**src/design/sdrc_pkg.sv**
```systemverilog
// sdrc_pkg: shared types, constants and the crc16 byte fold for the sd block reader
// no dependencies; used by the channel interfaces and the top level
`default_nettype none

package sdrc_pkg;

  // largest block that the byte counter has to hold
  localparam int MAX_BLOCK = 4096;
  localparam int BLEFT_W   = $clog2(MAX_BLOCK + 1);

  // register widths and the configuration port
  localparam int BLEN_W    = 13;
  localparam int POLL_W    = 16;
  localparam int TOKEN_W   = 8;
  localparam int CFG_IDX_W = 2;
  localparam int CFG_DAT_W = 16;

  localparam int BYTE_W = 8;
  localparam int CRC_W  = 16;
  localparam int KIND_W = 2;

  localparam logic [CRC_W-1:0] CRC_POLY = 16'h1021;

  localparam logic [BLEN_W-1:0]  BLEN_RESET  = 13'd512;
  localparam logic [POLL_W-1:0]  POLL_RESET  = 16'd1000;
  localparam logic [TOKEN_W-1:0] TOKEN_RESET = 8'hFE;

  typedef enum logic [CFG_IDX_W-1:0] {
    REG_BLOCK_LENGTH = 2'd0,
    REG_POLL_LIMIT   = 2'd1,
    REG_START_TOKEN  = 2'd2
  } cfg_reg_t;

  typedef enum logic [0:0] {
    OP_START = 1'b0,
    OP_BYTE  = 1'b1
  } opcode_t;

  typedef enum logic [KIND_W-1:0] {
    KIND_DATA    = 2'd0,
    KIND_OK      = 2'd1,
    KIND_BAD     = 2'd2,
    KIND_TIMEOUT = 2'd3
  } kind_t;

  typedef enum logic [4:0] {
    PH_IDLE = 5'b00001,
    PH_HUNT = 5'b00010,
    PH_DATA = 5'b00100,
    PH_CRCH = 5'b01000,
    PH_CRCL = 5'b10000
  } phase_t;

  // one byte folded msb first into the crc, eight shallow xor steps
  function automatic logic [CRC_W-1:0] crc16_fold(input logic [CRC_W-1:0] crc_in,
                                                  input logic [BYTE_W-1:0] b);
    logic [CRC_W-1:0] c;
    logic             fb;
    c = crc_in;
    for (int k = 0; k < BYTE_W; k++) begin
      fb = b[BYTE_W-1-k] ^ c[CRC_W-1];
      c  = {c[CRC_W-2:0], 1'b0};
      if (fb) begin
        c = c ^ CRC_POLY;
      end
    end
    return c;
  endfunction

endpackage

`default_nettype wire

```
**src/design/sdrc_in_if.sv**
```systemverilog
// sdrc_in_if: input channel, valid/ready with opcode and received spi byte
// depends on sdrc_pkg for field widths
`default_nettype none

interface sdrc_in_if;
  logic                          valid;
  logic                          ready;
  logic                          opcode;
  logic [sdrc_pkg::BYTE_W-1:0]   rx_byte;

  modport source (output valid, output opcode, output rx_byte, input ready);
  modport sink   (input valid, input opcode, input rx_byte, output ready);
endinterface

`default_nettype wire

```
**src/design/sdrc_out_if.sv**
```systemverilog
// sdrc_out_if: result channel, valid/ready with kind, data byte and crc values
// depends on sdrc_pkg for field widths
`default_nettype none

interface sdrc_out_if;
  logic                          valid;
  logic                          ready;
  logic [sdrc_pkg::KIND_W-1:0]   kind;
  logic [sdrc_pkg::BYTE_W-1:0]   data_byte;
  logic [sdrc_pkg::CRC_W-1:0]    crc_computed;
  logic [sdrc_pkg::CRC_W-1:0]    crc_from_card;

  modport source (output valid, output kind, output data_byte, output crc_computed,
                  output crc_from_card, input ready);
  modport sink   (input valid, input kind, input data_byte, input crc_computed,
                  input crc_from_card, output ready);
endinterface

`default_nettype wire

```
**src/design/sd_read_block_crc16_check.sv**
```systemverilog
// sd_read_block_crc16_check: sd card spi data block receiver with crc16 check
// depends on sdrc_pkg, sdrc_in_if and sdrc_out_if
//
//   channel  | role   | transaction carries
//   ---------+--------+-----------------------------------------------------
//   in_ch    | sink   | opcode (start / spi byte), rx_byte
//   out_ch   | source | kind, data_byte, crc_computed, crc_from_card
//   cfg      | write  | cfg_write, cfg_index, cfg_data (no read-back)
//
// one input transaction per cycle while in_ch.ready is high; the phase, counters and crc fold sit in
// one short layer of logic between the state registers and the result register
// a result shows on out_ch the cycle after its input transaction
// in_ch.ready drops only while a result waits in the result register and
// out_ch.ready is low; the register empties and refills in the same cycle
// rst (synchronous) clears the phase, counters, crc and the result valid;
// the configuration registers return to 512, 1000 and 0xFE
`default_nettype none

module sd_read_block_crc16_check (
  input  wire logic                              clk,
  input  wire logic                              rst,
  input  wire logic                              cfg_write,
  input  wire logic [sdrc_pkg::CFG_IDX_W-1:0]    cfg_index,
  input  wire logic [sdrc_pkg::CFG_DAT_W-1:0]    cfg_data,
  sdrc_in_if.sink                                in_ch,
  sdrc_out_if.source                             out_ch
);

  // configuration registers
  logic [sdrc_pkg::BLEN_W-1:0]  block_length;
  logic [sdrc_pkg::POLL_W-1:0]  poll_limit;
  logic [sdrc_pkg::TOKEN_W-1:0] start_token;

  // block state
  sdrc_pkg::phase_t              phase, phase_next;
  logic [sdrc_pkg::POLL_W-1:0]   poll_count, poll_count_next;
  logic [sdrc_pkg::BLEFT_W-1:0]  bytes_left, bytes_left_next;
  logic [sdrc_pkg::CRC_W-1:0]    crc_accum, crc_accum_next;
  logic [sdrc_pkg::BYTE_W-1:0]   crc_high_byte, crc_high_byte_next;

  // result register
  logic                          res_valid;
  sdrc_pkg::kind_t               res_kind, res_kind_next;
  logic [sdrc_pkg::BYTE_W-1:0]   res_data, res_data_next;
  logic [sdrc_pkg::CRC_W-1:0]    res_crc_comp, res_crc_comp_next;
  logic [sdrc_pkg::CRC_W-1:0]    res_crc_rcv, res_crc_rcv_next;
  logic                          res_fire;

  logic                          accept;
  logic [sdrc_pkg::POLL_W-1:0]   poll_lim;
  logic [sdrc_pkg::POLL_W-1:0]   poll_inc;
  logic [sdrc_pkg::CRC_W-1:0]    crc_rcv;
  logic [sdrc_pkg::CRC_W-1:0]    crc_fold;
  logic [sdrc_pkg::BLEFT_W-1:0]  blen_sat;

  // result register frees up in the cycle it is taken
  assign in_ch.ready = !res_valid || out_ch.ready;
  assign accept      = in_ch.valid && in_ch.ready;

  assign out_ch.valid         = res_valid;
  assign out_ch.kind          = res_kind;
  assign out_ch.data_byte     = res_data;
  assign out_ch.crc_computed  = res_crc_comp;
  assign out_ch.crc_from_card = res_crc_rcv;

  // configuration writes; unknown indexes are dropped
  always_ff @(posedge clk) begin
    if (rst) begin
      block_length <= sdrc_pkg::BLEN_RESET;
      poll_limit   <= sdrc_pkg::POLL_RESET;
      start_token  <= sdrc_pkg::TOKEN_RESET;
    end else if (cfg_write) begin
      unique case (cfg_index)
        sdrc_pkg::REG_BLOCK_LENGTH: block_length <= cfg_data[sdrc_pkg::BLEN_W-1:0];
        sdrc_pkg::REG_POLL_LIMIT:   poll_limit   <= cfg_data[sdrc_pkg::POLL_W-1:0];
        sdrc_pkg::REG_START_TOKEN:  start_token  <= cfg_data[sdrc_pkg::TOKEN_W-1:0];
        default: ;
      endcase
    end
  end

  // block length clamps to the counter range, a zero poll limit acts as one
  assign blen_sat = (32'(block_length) > 32'(sdrc_pkg::MAX_BLOCK))
                    ? sdrc_pkg::BLEFT_W'(sdrc_pkg::MAX_BLOCK)
                    : sdrc_pkg::BLEFT_W'(block_length);
  assign poll_lim = (poll_limit == '0) ? sdrc_pkg::POLL_W'(1) : poll_limit;
  assign poll_inc = poll_count + sdrc_pkg::POLL_W'(1);
  assign crc_fold = sdrc_pkg::crc16_fold(crc_accum, in_ch.rx_byte);
  assign crc_rcv  = {crc_high_byte, in_ch.rx_byte};

  always_comb begin
    phase_next         = phase;
    poll_count_next    = poll_count;
    bytes_left_next    = bytes_left;
    crc_accum_next     = crc_accum;
    crc_high_byte_next = crc_high_byte;
    res_fire           = 1'b0;
    res_kind_next      = sdrc_pkg::KIND_DATA;
    res_data_next      = '0;
    res_crc_comp_next  = '0;
    res_crc_rcv_next   = '0;

    if (in_ch.opcode == sdrc_pkg::OP_START) begin
      // start restarts from the token hunt, even mid-block
      phase_next         = sdrc_pkg::PH_HUNT;
      poll_count_next    = '0;
      crc_accum_next     = '0;
      crc_high_byte_next = '0;
      bytes_left_next    = blen_sat;
    end else begin
      unique case (phase)
        sdrc_pkg::PH_IDLE: ;  // stray bytes are ignored
        sdrc_pkg::PH_HUNT: begin
          if (in_ch.rx_byte == start_token) begin
            phase_next = (bytes_left == '0) ? sdrc_pkg::PH_CRCH : sdrc_pkg::PH_DATA;
          end else begin
            poll_count_next = poll_inc;
            if (poll_inc >= poll_lim) begin
              phase_next    = sdrc_pkg::PH_IDLE;
              res_fire      = 1'b1;
              res_kind_next = sdrc_pkg::KIND_TIMEOUT;
            end
          end
        end
        sdrc_pkg::PH_DATA: begin
          crc_accum_next = crc_fold;
          if (bytes_left != '0) begin
            bytes_left_next = bytes_left - sdrc_pkg::BLEFT_W'(1);
          end
          if (bytes_left <= sdrc_pkg::BLEFT_W'(1)) begin
            phase_next = sdrc_pkg::PH_CRCH;
          end
          res_fire      = 1'b1;
          res_kind_next = sdrc_pkg::KIND_DATA;
          res_data_next = in_ch.rx_byte;
        end
        sdrc_pkg::PH_CRCH: begin
          crc_high_byte_next = in_ch.rx_byte;
          phase_next         = sdrc_pkg::PH_CRCL;
        end
        sdrc_pkg::PH_CRCL: begin
          phase_next        = sdrc_pkg::PH_IDLE;
          res_fire          = 1'b1;
          res_kind_next     = (crc_rcv == crc_accum) ? sdrc_pkg::KIND_OK
                                                     : sdrc_pkg::KIND_BAD;
          res_crc_comp_next = crc_accum;
          res_crc_rcv_next  = crc_rcv;
        end
        default: phase_next = sdrc_pkg::PH_IDLE;
      endcase
    end
  end

  // state advances only on an accepted transaction
  always_ff @(posedge clk) begin
    if (rst) begin
      phase         <= sdrc_pkg::PH_IDLE;
      poll_count    <= '0;
      bytes_left    <= '0;
      crc_accum     <= '0;
      crc_high_byte <= '0;
    end else if (accept) begin
      phase         <= phase_next;
      poll_count    <= poll_count_next;
      bytes_left    <= bytes_left_next;
      crc_accum     <= crc_accum_next;
      crc_high_byte <= crc_high_byte_next;
    end
  end

  // result valid: set by a transaction that yields a result, cleared when taken
  always_ff @(posedge clk) begin
    if (rst) begin
      res_valid <= 1'b0;
    end else if (accept && res_fire) begin
      res_valid <= 1'b1;
    end else if (out_ch.ready) begin
      res_valid <= 1'b0;
    end
  end

  // result payload, no reset needed
  always_ff @(posedge clk) begin
    if (accept && res_fire) begin
      res_kind     <= res_kind_next;
      res_data     <= res_data_next;
      res_crc_comp <= res_crc_comp_next;
      res_crc_rcv  <= res_crc_rcv_next;
    end
  end

endmodule

`default_nettype wire

```
**src/flat_wrapper.sv**
```systemverilog
// flat-port wrapper written by rule: the top's interface ports become plain ports
module sd_read_block_crc16_check_flat 
  (clk, rst, cfg_write, cfg_index, cfg_data, in_ch_valid, in_ch_opcode, in_ch_rx_byte, in_ch_ready, out_ch_valid, out_ch_kind, out_ch_data_byte, out_ch_crc_computed, out_ch_crc_from_card, out_ch_ready);
  sdrc_in_if in_ch_i ();
  sdrc_out_if out_ch_i ();
  input  wire logic clk;
  input  wire logic rst;
  input  wire logic cfg_write;
  input  wire logic [sdrc_pkg::CFG_IDX_W-1:0] cfg_index;
  input  wire logic [sdrc_pkg::CFG_DAT_W-1:0] cfg_data;
  input wire logic [$bits(in_ch_i.valid)-1:0] in_ch_valid;
  input wire logic [$bits(in_ch_i.opcode)-1:0] in_ch_opcode;
  input wire logic [$bits(in_ch_i.rx_byte)-1:0] in_ch_rx_byte;
  output wire logic [$bits(in_ch_i.ready)-1:0] in_ch_ready;
  output wire logic [$bits(out_ch_i.valid)-1:0] out_ch_valid;
  output wire logic [$bits(out_ch_i.kind)-1:0] out_ch_kind;
  output wire logic [$bits(out_ch_i.data_byte)-1:0] out_ch_data_byte;
  output wire logic [$bits(out_ch_i.crc_computed)-1:0] out_ch_crc_computed;
  output wire logic [$bits(out_ch_i.crc_from_card)-1:0] out_ch_crc_from_card;
  input wire logic [$bits(out_ch_i.ready)-1:0] out_ch_ready;
  assign in_ch_i.valid = in_ch_valid;
  assign in_ch_i.opcode = in_ch_opcode;
  assign in_ch_i.rx_byte = in_ch_rx_byte;
  assign in_ch_ready = in_ch_i.ready;
  assign out_ch_valid = out_ch_i.valid;
  assign out_ch_kind = out_ch_i.kind;
  assign out_ch_data_byte = out_ch_i.data_byte;
  assign out_ch_crc_computed = out_ch_i.crc_computed;
  assign out_ch_crc_from_card = out_ch_i.crc_from_card;
  assign out_ch_i.ready = out_ch_ready;
  sd_read_block_crc16_check u_core (.clk(clk), .rst(rst), .cfg_write(cfg_write), .cfg_index(cfg_index), .cfg_data(cfg_data), .in_ch(in_ch_i), .out_ch(out_ch_i));
endmodule
```
**config.mk**
```make
export PLATFORM = sky130hd
export DESIGN_NAME = sd_read_block_crc16_check_flat
export DESIGN_NICKNAME = d
export VERILOG_FILES = /design/src/design/sdrc_pkg.sv /design/src/design/sdrc_in_if.sv /design/src/design/sdrc_out_if.sv /design/src/design/sd_read_block_crc16_check.sv /design/src/flat_wrapper.sv
export SDC_FILE = /design/constraint.sdc
export NUM_CORES = 1
export LEC_CHECK = 0
export BUFFER_PORTS_ARGS = -buffer_cell sky130_fd_sc_hd__buf_4
export CAP_MARGIN = 20
export CORE_MARGIN = 5
export CORE_UTILIZATION = 40
export DETAILED_ROUTE_END_ITERATION = 10
export MAX_ROUTING_LAYER = met4
export SLEW_MARGIN = 0
export SYNTH_ARGS = -nofsm -noshare
export SYNTH_HDL_FRONTEND = slang
export SYNTH_SLANG_ARGS = --single-unit
```
**constraint.sdc**
```tcl
create_clock -name clk -period 10.3 [get_ports clk]
set_input_delay 1.545 -clock clk [delete_from_list [all_inputs] [get_ports clk]]
set_output_delay 1.545 -clock clk [all_outputs]
set_load 0.05 [all_outputs]
```
==> impl_metrics.json, run 1 <==
{
  "status": "complete, no violations",
  "grt_pass1_wl_um": 28300,
  "ys_ff_latch": 138,
  "n_antenna_cell": 0,
  "design_area_mm2": 0.00809,
  "placed_area_mm2": 0.00747,
  "ys.flop_type": "dfxtp_1",
  "avgViaCountPerCell": 5.40,
  "critPathLaunchType": "flip-flop",
  "n_fill_cell": 1575,
  "hp-class": "flip-flop to flip-flop",
  "min_from": "u_core.poll_limit[0]",
  "swShare": 0.245,
  "grt_overflow_total": 0,
  "dp_hpwl_um": 12000,
  "postSynthNetCount": 790,
  "setup_tns_ns": 0,
  "power_mw": 1.32,
  "whs_path_depth": 2,
  "initial_core_util": 0.409,
  "fp.dieW_um": 141,
  "leakage_nw": 3.02,
  "maxCapViolations": 0,
  "powerDensity_mw_per_mm2": 163,
  "power.internal_uw": 994,
  "rr_endpoint": "u_core.out_ch.crc_computed[2]",
  "cts_buffer_depth": 2,
  "r2r_start": "u_core.poll_count[2]",
  "tightest_slew_ns": 1.07,
  "cp-end-kind": "flip-flop",
  "slew_headroom": 0.286,
  "drtIter0Drc": 494,
  "pre_cts_ws_ns": 6.35,
  "slew_violations": 0,
  "io_pins": 76,
  "drt-total-wl_um": 17000,
  "synth_area_mm2": 0.00681,
  "ant_nets": 0,
  "synth-seq-area-share": 0.467,
  "fin_skew_ns": 0.00745,
  "htree_num_levels": 4,
  "cpMaxStageDelayCell": "nor2_1",
  "period_share": 0.385,
  "critPathMaxStageDelay_ns": 0.57,
  "synth_cells": 739,
  "cts_tree": "yes",
  "routedWlPerCell_um": 16.6,
  "path_clk_slew_ns": 0.06,
  "vias": 5539,
  "grt_usage": 0.183,
  "gp_congestion": 0.881,
  "remaining_drc_errors": 0,
  "r2r_slack_ns": 6.34,
  "place_inst": 993,
  "grt_pass1_vias": 5425,
  "grt_max_degree": 103,
  "synth.avg_cell_area_um2": 9.22,
  "cts_hold_buffers": 0,
  "drive_gt1_frac": 0.154,
  "path_cells": "and4_1 > nand2_1 > nor2_1 > nand3_1 > xnor2_1 > ha_1 > nand4_1 > nor3_1 > a32oi_1 > a31o_2 > a31o_2 > inv_1 > buf_4",
  "rows": 47,
  "clock.fmax_mhz": 252,
  "numCtsBuffers": 17,
  "io_buffer_count": 75,
  "cts-root-buf": "clkbuf_16",
  "dieHeight_um": 141,
  "finalHoldViolations": 0,
  "final_cell_mix": "nand2_1 (97), dfxtp_1 (96), buf_4 (78), a21oi_1 (66), nor2_1 (65)",
  "cts_resized": 0,
  "ff2ff_path_depth": 13,
  "firstDrtPassIters": 7,
  "final_nets": 844,
  "startpoint": "u_core.poll_count[2]",
  "async_flop_share": 0,
  "clkPwrFrac": 0.483,
  "period_needed_ns": 3.96,
  "synth_edf_count": 42,
  "layout_commonest_cell": "nand2_1",
  "post_cts_buffers": 0,
  "setup_viol": 0,
  "arrival_ns": 4.03,
  "finalWorstSetupSlack_ns": 6.34,
  "fin_cells": 1026,
  "worstSkewPairLatency_ns": 0.42,
  "worst-endpoint-required_ns": 10.36,
  "areaGrowthSynthToFinish_pct": 18.8,
  "crit_top_cell": "a31o_2",
  "grt_antenna_before_repair": 0,
  "cts.sinks": 138,
  "crit_type": "flip-flop to flip-flop",
  "path_max_fanout": 42,
  "switchingPower_uw": 322,
  "dieArea_mm2": 0.0197,
  "peakVddDrop_mv": 0.110,
  "ys_warn_count": 0,
  "rsz0062_at_grt": "no",
  "synth_cell_types": 62,
  "hold_end": "u_core.poll_limit[0]",
  "coreArea_mm2": 0.0166,
  "pwr-share-comb": 0.079,
  "pwr-share-seq": 0.438
}
flip-flops by register name, indices dropped and copies added, names as in the netlist:
signal and cells:
u_core.out_ch.kind 2, u_core.poll_limit 16, u_core.crc_high_byte 8, u_core.out_ch.crc_computed 16
u_core.out_ch.data_byte 8, u_core.bytes_left 13, u_core.crc_accum 16, u_core.poll_count 16
u_core.phase 5, u_core.start_token 8, u_core.out_ch.crc_from_card 16, u_core.block_length 13
u_core.out_ch.valid 1
per-stage QoR:
stage / hold WS (ns) / utilization
floorplan: 0.436 / -
global placement: 0.461 / 0.449
detailed placement: 0.469 / 0.449
CTS: 0.477 / 0.486
global route: 0.490 / 0.486
finish: 0.473 / 0.486
power by group through the flow:
| stage | Clock, mW | Sequential (mW) | Combinational, mW |
|---|---|---|---|
| floorplan | 0 | 0.585 | 0.0745 |
| global placement | 0 | 0.587 | 0.101 |
| detailed placement | 0 | 0.588 | 0.103 |
| CTS | 0.648 | 0.576 | 0.104 |
| global route | 0.673 | 0.577 | 0.115 |
| finish | 0.636 | 0.576 | 0.104 |
worst max path at each step:
stage,depth (start not counted),slack [ns],to
6_report,13,6.34,u_core.out_ch.crc_computed[2]
5_1_grt,13,5.95,u_core.out_ch.crc_from_card[4]
4_1_cts,13,6.33,u_core.out_ch.crc_from_card[10]
3_5_place_dp,13,6.35,u_core.out_ch.crc_computed[8]
3_3_place_gp,13,6.44,u_core.out_ch.crc_computed[6]
2_1_floorplan,4,6.34,u_core.out_ch.crc_computed[0]
cells in the mapped netlist (all sizes together) (2+ instances only):
master | n | share of area
a211oi | 15 | 0.018
nand3b | 15 | 0.017
a32o | 3 | 0.0044
ha | 19 | 0.035
mux2i | 2 | 0.0029
a31oi | 4 | 0.0037
o21a | 2 | 0.0022
edfxtp | 42 | 0.19
or3 | 2 | 0.0026
nand2b | 6 | 0.0055
nand2 | 97 | 0.053
a221oi | 4 | 0.0051
nor3b | 3 | 0.0050
a21o | 5 | 0.0066
and2 | 24 | 0.022
and3b | 2 | 0.0026
and3 | 10 | 0.0092
xnor2 | 45 | 0.058
inv | 26 | 0.014
a21oi | 68 | 0.051
buf | 9 | 0.010
nand4 | 9 | 0.0083
nor3 | 17 | 0.013
a31o | 2 | 0.0026
clkbuf | 34 | 0.019
nor4 | 10 | 0.011
a41oi | 5 | 0.0064
dfxtp | 96 | 0.28
and4 | 2 | 0.0026
o41ai | 2 | 0.0037
a211o | 8 | 0.010
nor2 | 66 | 0.039
nand3 | 23 | 0.017
o21ai | 11 | 0.0097
xor2 | 19 | 0.024
a22oi | 20 | 0.022
routing by layer:
layer / routed length, um / vias to the layer above / global-route usage
li1: - / 2723 / -
met1: 7880 / 2611 / 0.245
met2: 7810 / 183 / 0.272
met3: 1040 / 22 / 0.0372
met4: 318 / 0 / 0.0755
met5: 0 / - / -
cell type report:
class / count / area (um^2) / area share
Tap cell: 220 / 275 / 0.0340
Sequential cell: 138 / 3180 / 0.393
Timing Repair Buffer: 78 / 586 / 0.0724
Inverter: 26 / 97.6 / 0.0121
Clock buffer: 18 / 429 / 0.0530
Clock inverter: 14 / 188 / 0.0232
Multi-Input combinational cell: 532 / 3330 / 0.412
cell families after synthesis:
family	after synthesis	synth area share
AND/OR/NAND/NOR	290	0.213
buffers and inverters	69	0.0433
multiplexers	2	0.00294
XOR/XNOR	64	0.0823
AO/OA/AOI/OAI	157	0.157
adder cells (fa/ha/maj)	19	0.0349
flip-flops	138	0.467
critical path, delay by kind of cell, from the launching register on:
family	cells	cell delay, ns
AOI/OAI and AO/OA	3	0.67
xor gates and xnor gates	1	0.18
adders and majority gates	1	0.30
buffers and inverters	2	0.47
DFF	1	0.46
and+or+nand+nor	6	1.51
(Power assumes the default switching activity.)
==> run 2: changes to the inputs <==
- ABC_AREA: default -> 1
- clock period: 10.3 -> 3.75 ns (I/O delays scaled with it)
==> impl_metrics.json, run 2 <==
{
  "status": "complete, no violations",
  "async_flop_share": 0,
  "grt_overflow_total": 0,
  "maxCapViolations": 0,
  "drt-total-wl_um": 16300,
  "numCtsBuffers": 17,
  "ys_warn_count": 0,
  "firstDrtPassIters": 8,
  "coreArea_mm2": 0.0171,
  "regArea_mm2": 0.00318,
  "cts_buffer_depth": 2,
  "netlist_top_cells_count": "nand2_1 (196), inv_1 (112), dfxtp_1 (96)",
  "remaining_drc_errors": 0,
  "multi_input_area_mm2": 0.00312,
  "leakage_nw": 3.40,
  "setup_tns_ns": 0,
  "worst-endpoint-required_ns": 3.85,
  "synth_cells": 881,
  "ant_nets": 0,
  "synth_area_mm2": 0.00689,
  "postSynthNetCount": 932,
  "grt_pass1_wl_um": 27500,
  "routedWlPerCell_um": 13.8,
  "hp-class": "input port to flip-flop",
  "grt_antenna_before_repair": 0,
  "avgViaCountPerCell": 4.86,
  "cts_hold_buffers": 0,
  "htree_num_levels": 4,
  "final_cell_mix": "nand2_1 (196), inv_1 (112), dfxtp_1 (96), nor2_1 (87), a21oi_1 (83)",
  "layout_commonest_cell": "nand2_1",
  "path_clk_slew_ns": 0.06,
  "synth_top_area_cell": "dfxtp_1",
  "arrival_ns": 3.15,
  "worstSkewPairLatency_ns": 0.42,
  "grt_max_degree": 50,
  "rsz0062_at_grt": "no",
  "synth_area_leaders": "dfxtp_1 (28%), edfxtp_1 (18%), nand2_1 (11%), inv_1 (6.1%), a21oi_1 (6.0%)",
  "critPathLaunchType": "flip-flop",
  "cp-end-kind": "flip-flop",
  "min_from": "cfg_data[9]",
  "rows": 48,
  "ys.flop_type": "dfxtp_1",
  "grt_pass1_vias": 5482,
  "fp.dieW_um": 141,
  "path_max_fanout": 42,
  "initial_core_util": 0.402,
  "finalHoldViolations": 0,
  "period_needed_ns": 3.05,
  "slew_violations": 0,
  "fin_skew_ns": 0.00719,
  "dieArea_mm2": 0.0199,
  "areaGrowthSynthToFinish_pct": 19.5,
  "drtIter0Drc": 404,
  "synth_top_area_frac": 0.279,
  "crit_type": "flip-flop to flip-flop",
  "tightest_slew_ns": 0.989,
  "dieHeight_um": 141,
  "r2r_start": "u_core.poll_count[0]",
  "drive_gt1_frac": 0.142,
  "period_share": 0.812,
  "synth_cell_types": 38,
  "cts-root-buf": "clkbuf_16",
  "cts_tree": "yes",
  "cts.sinks": 138,
  "grt_usage": 0.177,
  "synth.avg_cell_area_um2": 7.82,
  "post_cts_buffers": 0,
  "power_mw": 3.70,
  "synth-seq-area-share": 0.462,
  "synth_edf_count": 42,
  "io_buffer_count": 75,
  "clock.fmax_mhz": 328,
  "cts_resized": 0,
  "ys_ff_latch": 138,
  "setup_viol": 0,
  "dp_hpwl_um": 12000,
  "startpoint": "u_core.poll_count[0]",
  "peakVddDrop_mv": 0.321,
  "io_pins": 76,
  "final_nets": 999,
  "slew_headroom": 0.340,
  "gp_congestion": 0.854,
  "n_fill_cell": 1669,
  "vias": 5761,
  "postLayoutCoreUtil": 0.481,
  "yosysMostFrequentCell": "nand2_1",
  "n_antenna_cell": 0,
  "powerDensity_mw_per_mm2": 450
}
-- run 2: cell count changes after synthesis, sizes merged, moves of 15 or more --
cell	previous run	this run
nand3b	15	0
nand2	97	201
a22oi	20	0
and2	24	0
o21ai	11	51
xnor2	45	28
inv	26	116
a21oi	68	86
nor2	66	94
-- run 2: layer usage --
layer | global-route usage | wire [um]
met1 | 0.233 | 7850
met5 | - | 0
met3 | 0.0393 | 734
met2 | 0.272 | 7430
met4 | 0.0571 | 300
-- run 2: worst paths after layout --
| check | to | slack, ns | cells past startpoint |
|---|---|---|---|
| min | u_core.block_length[9] | 0.37 | 3 |
| max reg2reg | u_core.out_ch.data_byte[6] | 0.70 | 15 |
| max | u_core.out_ch.data_byte[6] | 0.70 | 15 |
| min reg2reg | u_core.start_token[0] | 0.47 | 2 |
-- run 2: worst max-delay path, stage by stage, from the launching register on --
cell and delay (ns):
dfxtp_1 0.40, ha_1 0.27, nand3_1 0.17, nor4_1 0.33
xnor2_1 0.16, inv_1 0.07, ha_1 0.27, nand2_1 0.06
nor3_1 0.23, nand2_1 0.08, nand3_1 0.12, nand2_1 0.11
nand2_1 0.07, nand2_1 0.06, inv_1 0.09, buf_12 0.23
-- run 2: power by group --
part	leakage, nW	internal [mW]	total, mW	switching [mW]
clock network	0.282	1.05	1.70	0.655
logic	1.93	0.136	0.389	0.253
registers	1.19	1.58	1.61	0.0332
-- run 2: layout make-up --
| cell class | instances | share of cell area |
|---|---|---|
| well taps | 225 | 0.0342 |
| clock buffers | 18 | 0.0521 |
| clock inverters | 14 | 0.0211 |
| multi-input cells | 596 | 0.379 |
| repair buffers | 79 | 0.0736 |
| flip-flops and latches | 138 | 0.387 |
| inverters | 116 | 0.0532 |
-- run 2: logic make-up after synthesis --
| family | Yosys count | share of synthesized area |
|---|---|---|
| DFF | 138 | 0.462 |
| and+or+nand+nor | 371 | 0.234 |
| buffers and inverters | 147 | 0.0848 |
| xor gates and xnor gates | 47 | 0.0598 |
| AOI/OAI and AO/OA | 159 | 0.124 |
| adders and majority gates | 19 | 0.0345 |
-- run 2: through the flow --
| stage | setup WS (ns) | hold WS (ns) | instance area, um^2 | instances |
|---|---|---|---|---|
| 6_report | 0.704 | 0.365 | 8230 | 1186 |
| 5_1_grt | 0.408 | 0.370 | 8230 | 1186 |
| 4_1_cts | 0.717 | 0.353 | 8230 | 1186 |
| 3_5_place_dp | 0.720 | 0.464 | 7630 | 1154 |
| 3_3_place_gp | 0.751 | 0.460 | 7630 | 1154 |
| 2_1_floorplan | 0.469 | 0.443 | 6890 | 881 |
